### src/rtl/plbc_pkg.sv
// shared types, constants and codes of the panel level blink classifier
package plbc_pkg;

  // bin ring geometry and field widths
  localparam int BINS     = 64;
  localparam int BIN_AW   = $clog2(BINS);
  localparam int C_W      = BIN_AW + 1;
  localparam int MIN_BINS = 16;
  localparam int CNT_W    = 16;
  localparam int LVL_W    = 12;
  localparam int LIM_W    = 7;
  localparam int SUM_W    = LVL_W + CNT_W;
  localparam int TOT_W    = CNT_W + BIN_AW;
  localparam int MEAN_W   = 16;
  localparam int Q_W      = 15;
  localparam int BIN_W    = 3 * CNT_W + SUM_W;

  // serial divider geometry
  localparam int DIV_NW = 44;
  localparam int DIV_DW = 28;
  localparam int DIV_QW = 16;

  // fixed point constants
  localparam int Q_ONE       = 25600;
  localparam int SWING_RANGE = 1600;
  localparam logic [CNT_W-1:0] CNT_MAX = {CNT_W{1'b1}};

  // register reset values
  localparam logic [LVL_W-1:0] RST_LOW_LEVEL   = 12'd100;
  localparam logic [LVL_W-1:0] RST_HIGH_LEVEL  = 12'd3995;
  localparam logic [LVL_W-1:0] RST_MID_FLOOR   = 12'd1500;
  localparam logic [LVL_W-1:0] RST_MID_CEILING = 12'd2500;
  localparam logic [LIM_W-1:0] RST_LARGE_LIM   = 7'd65;
  localparam logic [LIM_W-1:0] RST_SMALL_LIM   = 7'd55;
  localparam logic [LIM_W-1:0] RST_BLINK_LIM   = 7'd60;
  localparam logic [LVL_W-1:0] RST_MIN_SWING   = 12'd150;

  typedef enum logic [1:0] {
    FN_SAMPLE = 2'd0,
    FN_TICK   = 2'd1,
    FN_EVAL   = 2'd2
  } func_e;

  typedef enum logic [1:0] {
    BKT_LOW   = 2'd0,
    BKT_HIGH  = 2'd1,
    BKT_MID   = 2'd2,
    BKT_OTHER = 2'd3
  } bucket_e;

  typedef enum logic [1:0] {
    CLS_UNKNOWN = 2'd0,
    CLS_STANDBY = 2'd1,
    CLS_LARGE   = 2'd2,
    CLS_SMALL   = 2'd3
  } class_e;

  typedef enum logic [2:0] {
    CFG_LOW_LEVEL   = 3'd0,
    CFG_HIGH_LEVEL  = 3'd1,
    CFG_MID_FLOOR   = 3'd2,
    CFG_MID_CEILING = 3'd3,
    CFG_LARGE_LIM   = 3'd4,
    CFG_SMALL_LIM   = 3'd5,
    CFG_BLINK_LIM   = 3'd6,
    CFG_MIN_SWING   = 3'd7
  } cfg_idx_e;

  typedef struct packed {
    logic [1:0]       func;
    logic [LVL_W-1:0] p1_level;
    logic [LVL_W-1:0] p2_level;
    logic [LVL_W-1:0] p3_level;
    logic [LVL_W-1:0] p4_level;
    logic [LVL_W-1:0] p5_level;
  } in_word_t;

  typedef struct packed {
    logic [1:0]     sig_p1;
    logic [1:0]     sig_p2;
    logic [1:0]     sig_p3;
    logic [1:0]     sig_p4;
    logic [1:0]     sig_p5;
    logic [1:0]     panel_class;
    logic [Q_W-1:0] large_pct;
    logic [Q_W-1:0] small_pct;
    logic [Q_W-1:0] blink_score;
    logic [Q_W-1:0] confidence;
  } out_word_t;

  typedef struct packed {
    logic [LVL_W-1:0] low_level;
    logic [LVL_W-1:0] high_level;
    logic [LVL_W-1:0] mid_floor;
    logic [LVL_W-1:0] mid_ceiling;
    logic [LIM_W-1:0] large_pct_limit;
    logic [LIM_W-1:0] small_pct_limit;
    logic [LIM_W-1:0] blink_limit;
    logic [LVL_W-1:0] min_swing;
  } cfg_t;

  // one classified word waiting for the back end; sig[0] is pin 1
  typedef struct packed {
    logic [1:0]       func;
    logic [4:0][1:0]  sig;
    logic [LVL_W-1:0] p1_level;
  } item_t;

  typedef struct packed {
    logic [CNT_W-1:0] samples;
    logic [CNT_W-1:0] large_hits;
    logic [CNT_W-1:0] small_hits;
    logic [SUM_W-1:0] p1_sum;
  } bin_t;

  typedef struct packed {
    logic              start;
    logic [DIV_NW-1:0] num;
    logic [DIV_DW-1:0] den;
  } div_req_t;

  typedef struct packed {
    logic              busy;
    logic [DIV_QW-1:0] quo;
  } div_rsp_t;

endpackage

### src/rtl/plbc_front.sv
// front end: buckets the pin levels and queues words for the back end
module plbc_front (
  input  logic               clk_i,
  input  logic               rst_ni,
  input  plbc_pkg::cfg_t     cfg_i,
  input  logic               in_valid_i,
  output logic               in_stall_o,
  input  plbc_pkg::in_word_t in_data_i,
  output logic               q_valid_o,
  output plbc_pkg::item_t    q_item_o,
  input  logic               q_pop_i
);
  import plbc_pkg::*;

  localparam int QDEPTH = 2;

  logic [4:0][LVL_W-1:0] lvl;
  item_t                 item;
  item_t                 fifo_q [QDEPTH];
  logic                  wr_ptr_q;
  logic                  rd_ptr_q;
  logic [1:0]            cnt_q;
  logic                  full;
  logic                  push;
  logic                  pop;

  // bucket each pin: low first, then high, then mid
  always_comb begin
    lvl = {in_data_i.p5_level, in_data_i.p4_level, in_data_i.p3_level,
           in_data_i.p2_level, in_data_i.p1_level};
    item.func     = in_data_i.func;
    item.p1_level = in_data_i.p1_level;
    for (int i = 0; i < 5; i++) begin
      if (lvl[i] < cfg_i.low_level) begin
        item.sig[i] = BKT_LOW;
      end else if (lvl[i] > cfg_i.high_level) begin
        item.sig[i] = BKT_HIGH;
      end else if (lvl[i] >= cfg_i.mid_floor && lvl[i] <= cfg_i.mid_ceiling) begin
        item.sig[i] = BKT_MID;
      end else begin
        item.sig[i] = BKT_OTHER;
      end
    end
  end

  // two entry queue
  assign full       = cnt_q == 2'(QDEPTH);
  assign in_stall_o = full;
  assign push       = in_valid_i && !full;
  assign pop        = q_pop_i && (cnt_q != 2'd0);
  assign q_valid_o  = cnt_q != 2'd0;
  assign q_item_o   = fifo_q[rd_ptr_q];

  always_ff @(posedge clk_i or negedge rst_ni) begin
    if (!rst_ni) begin
      wr_ptr_q <= 1'b0;
      rd_ptr_q <= 1'b0;
      cnt_q    <= '0;
    end else begin
      if (push) begin
        wr_ptr_q <= ~wr_ptr_q;
      end
      if (pop) begin
        rd_ptr_q <= ~rd_ptr_q;
      end
      cnt_q <= cnt_q + {1'b0, push} - {1'b0, pop};
    end
  end

  always_ff @(posedge clk_i) begin
    if (push) begin
      fifo_q[wr_ptr_q] <= item;
    end
  end

endmodule

### config.mk
export PLATFORM = sky130hd
export DESIGN_NAME = plbc_front
export DESIGN_NICKNAME = d
export VERILOG_FILES = /design/src/rtl/plbc_pkg.sv /design/src/rtl/plbc_front.sv
export SDC_FILE = /design/constraint.sdc
export NUM_CORES = 1
export LEC_CHECK = 0
export BUFFER_PORTS_ARGS = -buffer_cell sky130_fd_sc_hd__buf_2
export CAP_MARGIN = 20
export CORE_MARGIN = 5
export CORE_UTILIZATION = 30
export DETAILED_ROUTE_END_ITERATION = 7
export HOLD_SLACK_MARGIN = 0.05
export MAX_ROUTING_LAYER = met4
export SETUP_SLACK_MARGIN = 0.2
export SLEW_MARGIN = 20
export SYNTH_ARGS = -nofsm -noshare
export SYNTH_HDL_FRONTEND = slang
export SYNTH_SLANG_ARGS = --single-unit
### constraint.sdc
create_clock -name clk_i -period 1.9 [get_ports clk_i]
set_input_delay 0 -clock clk_i [delete_from_list [all_inputs] [get_ports clk_i]]
set_output_delay 0 -clock clk_i [all_outputs]
set_load 0.02 [all_outputs]
* Yosys cells after proc, flatten, opt, wreduce, memory -nomap -nowiden
Memory sizes are Yosys's and may differ from the RTL's.
Index checks and enable logic that the tools add are counted.
Widths: inputs -> output; s select.
** Cells by class
- Add/subtract/negate cells :: 2
- $lt $le $gt $ge :: 20
- Equality and inequality tests :: 1
- Multiplexer cells :: 17
- Bitwise operators :: 2
- Reduce and logical (&&, ||, !) cells :: 9
** Operators with widths (number)
- $ge 12x12->1 :: 5
- $gt 12x12->1 :: 5
- $le 12x12->1 :: 5
- $lt 12x12->1 :: 5
- $mux 2 :: 10
- $logic_and 1x1->1 :: 7
- $mux 1 :: 7
- $add 2x1->2 :: 1
- $eq 2x2->1 const B :: 1
- $not 1->1 :: 2
- $reduce_bool 2->1 :: 1
- $sub 2x1->2 :: 1
- $logic_not 1->1 :: 1
** Storage, ports and cells
- Flip-flop bits (word level) :: 4
- RAM bits :: 48
- Input port bits :: 147
- Output and inout bits :: 26
- Logic and storage cells :: 55
- Memories kept :: 1
** Memory list
- fifo_q :: depth 2, bits a word 24, read ports 1, clocked after memory_dff 0, wr ports 1, RTL line plbc_front.sv:19 : item_t fifo_q [QDEPTH];

* Depth between registers and ports, before layout
- Word-level depth :: 5
- Gate-level depth with buffers :: 9
- Gate-level depth less buffers :: 9

* Least setup slack after synthesis
No wires, ideal clock.
- Path kind :: register to register
- From :: register cnt_q[1]
- To :: memory fifo_q[0][0] (netlist bit) (enable)
- Data arrival time :: 1614 ps
- Data required time :: 1495 ps
- Slack :: -118 ps
- Cell stages (with the launch flop) :: 4
- Period minus slack after synthesis :: 2018 ps
- Path through :: dfrtp_1 > nand2b_1 > nand2_1 > nor2_1
** Between the ends
- Cells in the longest elaborated chain, start to end :: 5
** Ends and longest elaborated chain
- from (decl) :: RTL line plbc_front.sv:22 : logic [1:0] cnt_q;
- from (signal assigned) :: RTL line plbc_front.sv:66 : cnt_q <= cnt_q + {1'b0, push} - {1'b0, pop};
- $eq 2x2->1 :: RTL line plbc_front.sv:47 : assign full = cnt_q == 2'(QDEPTH);
- $logic_not 1->1 :: RTL line plbc_front.sv:49 : assign push = in_valid_i && !full;
- $logic_and 1x1->1 :: RTL line plbc_front.sv:49
- $mux 1 :: RTL line plbc_front.sv:71 : if (push) begin
- $mux 1 (not written as such) :: RTL line plbc_front.sv:72 : fifo_q[wr_ptr_q] <= item;
- to (decl) :: RTL line plbc_front.sv:19
No other way between the ends.

==> results.md <==
- Synth cell types: 39
- Result of the run: finished, final reports clean
- Seq/Total Area, Yosys: a little over a fifth
- HP Class: input port to flip-flop
- Net Switching: 2.25 mW
- Drt pass-1 iters: 6
- Wire per inst: 19.3 um
- Sum of internal, switching and leakage power: around 5.7 mW
- Routability cong.: 0.909
- Share of total power in the clock network: 15.8%
- Via count of the routed design: roughly 6500
- Post-synthesis average cell area: roughly 9.9 um^2
- Setup repair after global routing missed its margin: yes
- Post-route setup slack: 198 ps
- Hold depth: 1
- Worst-Skew Late Latency: a little under 300 ps
- Kind of critical path: input port to flip-flop
- Met3 capacity usage during global routing: between 2 and 2.5%
- Endpoint type of the worst setup path: flip-flop
- Kind of launch point of the worst setup path: input port
- Clock buffer count from CTS: 5
- Die area: roughly 27000 um^2
- Final count of negative-setup-slack endpoints: 0
- Floorplan row count: 56
- Number of enable flip-flop cells after synthesis: between 40 and 50
- Initial DRC Count: approximately 340
- Final count of hold timing violations: 0
- Internal portion of total power: around 3.4 mW
- Max incr delay on CP: around 400 ps
- Hold Path Sink: fifo_q[1][11]
- Max Cap Violations: 0
- Final sum of negative setup slack: 0 ps
- Reg2reg path depth: 7
- Final std cell area, no fill: about 9300 um^2
- Data required time of the worst path: 2050 ps
- Placed Area: approximately 8800 um^2
- Count leader, synth: sky130_fd_sc_hd__ha_1
- Fraction of power spent switching nets: 39.6%
- Share of cells above drive strength 1: 31.5%
- Hold_sp: in_data_i[59]
- Fmax: ~600 MHz
- Pwr dens: around 600 nW/um^2
- Top-level port count: between 150 and 200
- Max-slew violation total from the final report: 0
- Via count of the first global-routing pass: between 6000 and 7000
- Final Cycle Share: ~90%
- Final core area utilization: 39.8%
- Maximum fanout along the worst path: 5
- Antenna violations before repair: 0
- Number of synthesized register bits: 52
- Most used DFF post-synth: sky130_fd_sc_hd__edfxtp_1
- Initial core utilization: just over 30%
- Synth Net Count: about 1100
- Overall track demand over capacity in global routing: a little under a fifth
- Final worst clock skew: between 7 and 8 ps
- Library cell contributing the largest single delay on the critical path: sky130_fd_sc_hd__ha_1
- Via-per-instance ratio: 5.09
- Cell breakdown of the critical path: buf_2 > clkinvlp_4 > ha_1 > nand4_1 > buf_4 > a211oi_1 > a2111oi_2 > o221ai_2 > and3_1
- Sequential cell fraction of total power: 29.3%
- Chip Height: 163 um
- Reg-to-Reg Start: cnt_q[0]
- Count of yosys warnings during synthesis: 0
- Slew of the pin with the lowest slew margin: 390 ps
- Area share of the leading cell type in the synthesized netlist: a little over two fifths
- CTS Root Buffer Type: sky130_fd_sc_hd__clkbuf_16
- Area Overhead vs Synth: 31.5%
- Maximum number of pins on one net before global-route repair: 26
- Total DRC errors in the routed layout: 0
- Most area-consuming cells after synthesis: sky130_fd_sc_hd__ha_1 (42%), sky130_fd_sc_hd__edfxtp_1 (20%), sky130_fd_sc_hd__a21o_1 (5.7%)
- TritonCTS clock tree: built
- Half-perimeter wire length after placement: ~21000 um
- DP Worst Slack: -256 ps
- Fraction of met2 tracks used by global routing: between 20% and 30%
- Global routing's busiest layer: met2
- Min Hold Slack: 77.0 ps
- Yosys top cell by area: sky130_fd_sc_hd__ha_1
- # H-tree levels: 2
- Non-Filler Instances: between 1000 and 1500
- Worst IR drop on VDD: ~0.00073 V
- Slew HR: approximately three quarters
- Leak: around 4.7 nW
- DRT antenna net count: 0
- Core region area: between 20000 and 25000 um^2
- Summed instance area of the synthesized netlist: between 7000 and 8000 um^2
- Min Tclk post-route: around 1700 ps
- # diodes: 0
- Remaining Overflow, GRT: 0
- Syn Inst Count: slightly above 700
- Total Wirelength: 24600 um
- Count of input and output buffers: about 140
- Endpoint of the lowest-slack register-to-register path: cnt_q[1]
- # placed instances: between 1000 and 1500
- Critical Path AT: roughly 1900 ps
- Flop-to-flop setup slack: ~270 ps
- Clock-pin slew of the registers on the worst-case setup and hold paths: approximately 70 ps
- FFs w/ async S/R, synth: slightly below 8%
- Clock net sink count: 52
- First-pass GRT wire length: between 30000 and 40000 um
- Bufs on Longest Clock Path: 2
- Met1 demand-to-capacity share in global routing: approximately 25%
- Combinational group share of total power: 54.9%
- Die boundary width: ~160 um
- Commonest cells in the netlist: sky130_fd_sc_hd__ha_1 (237), sky130_fd_sc_hd__a21oi_1 (70), sky130_fd_sc_hd__inv_1 (55), sky130_fd_sc_hd__a21o_1 (54), sky130_fd_sc_hd__edfxtp_1 (48)
- Net count, final: about 1300
## worst max-delay path: cells and delay by family
| family | cells | cell delay (ps) |
|---|---|---|
| AO/OA/AOI/OAI | 3 | 570 |
| buffers and inverters | 3 | 510 |
| adder cells (fa/ha/maj) | 1 | 400 |
| AND/OR/NAND/NOR | 2 | 370 |
## cell families after synthesis
logic type                 count (synthesis)  share of synthesized area, %
DFF                                       52                          21.8
adders and majority gates                237                          42.0
AOI/OAI and AO/OA                        187                          17.5
muxes                                     24                          3.82
xor gates and xnor gates                   4                         0.496
and+or+nand+nor                          152                          11.3
buffers and inverters                     58                          3.12
## layer usage
metal / vias up / share of wire (%)
met4: 0 / 2.5
met5: - / 0
met1: 3006 / 46
met2: 176 / 46
met3: 33 / 5.9
li1: 3271 / -
## layout make-up
type / instances / area [um^2]
inverters: 55 / 214
well taps: 319 / 399
flip-flops and latches: 52 / 1540
clock inverters: 3 / 21.3
fillers: 2358 / 14000
multi-input cells: 604 / 5490
repair buffers: 237 / 1500
clock buffers: 5 / 125
## sequential cells by signal (all words and copies together) (netlist names)
signal,cells
fifo_q,48
wr_ptr_q,1
cnt_q,2
rd_ptr_q,1
## power by group through the flow
| stage | sequential (mW) | clock, mW | combinational, mW |
|---|---|---|---|
| 2_1_floorplan | 1.68 | 0 | 1.84 |
| 3_5_place_dp | 1.70 | 0 | 2.98 |
| 4_1_cts | 1.67 | 0.924 | 3.03 |
| 6_report | 1.67 | 0.898 | 3.12 |
| 3_3_place_gp | 1.69 | 0 | 2.95 |
| 5_1_grt | 1.69 | 0.976 | 3.44 |
## placed cells by master (no fill, tap or decap), drive strengths merged, types with 2 or more instances in the layout
master       Yosys  routed
inv             55      54
nor3            10      10
buf              2     224
nand4           42      42
nor2            30      30
a21o            54      54
nand3           24      24
clkbuf           1       5
o22ai            4       4
edfxtp          48      48
a2111oi          5       5
o21ai           14      14
clkinvlp         0       3
a21oi           71      71
dfrtp            4       4
dlygate4sd3      0      13
o211ai           9       9
nor2b            9       9
nand2b          10      10
a211oi          15      15
and2             2       2
ha             237     237
mux2            24      24
o31a             3       3
a32oi            4       4
nand2           15      15
a21boi           2       2
xnor2            3       3
and3             8       8
a31oi            2       2
## worst max path at each step
| stage | startpoint | slack (ps) | to | depth (start not counted) |
|---|---|---|---|---|
| after floorplan | cfg_i[62] | 220 | fifo_q[0][16] | 9 |
| after global placement | cfg_i[58] | -250 | fifo_q[0][16] | 10 |
| after detailed placement | cfg_i[58] | -260 | fifo_q[0][16] | 10 |
| after CTS | cfg_i[38] | 180 | fifo_q[0][18] | 11 |
| after global routing | cfg_i[42] | 120 | fifo_q[0][18] | 11 |
| final | cfg_i[43] | 200 | fifo_q[0][16] | 9 |
## repair_timing
action,in CTS,in global routing
pin swaps,0,16
buffers inserted,0,5
endpoints found under the hold margin,25,0
gates resized for setup,3,40
hold buffers,13,0
setup endpoints to repair,6,17
Note: power is estimated with default switching activity, not from simulation.
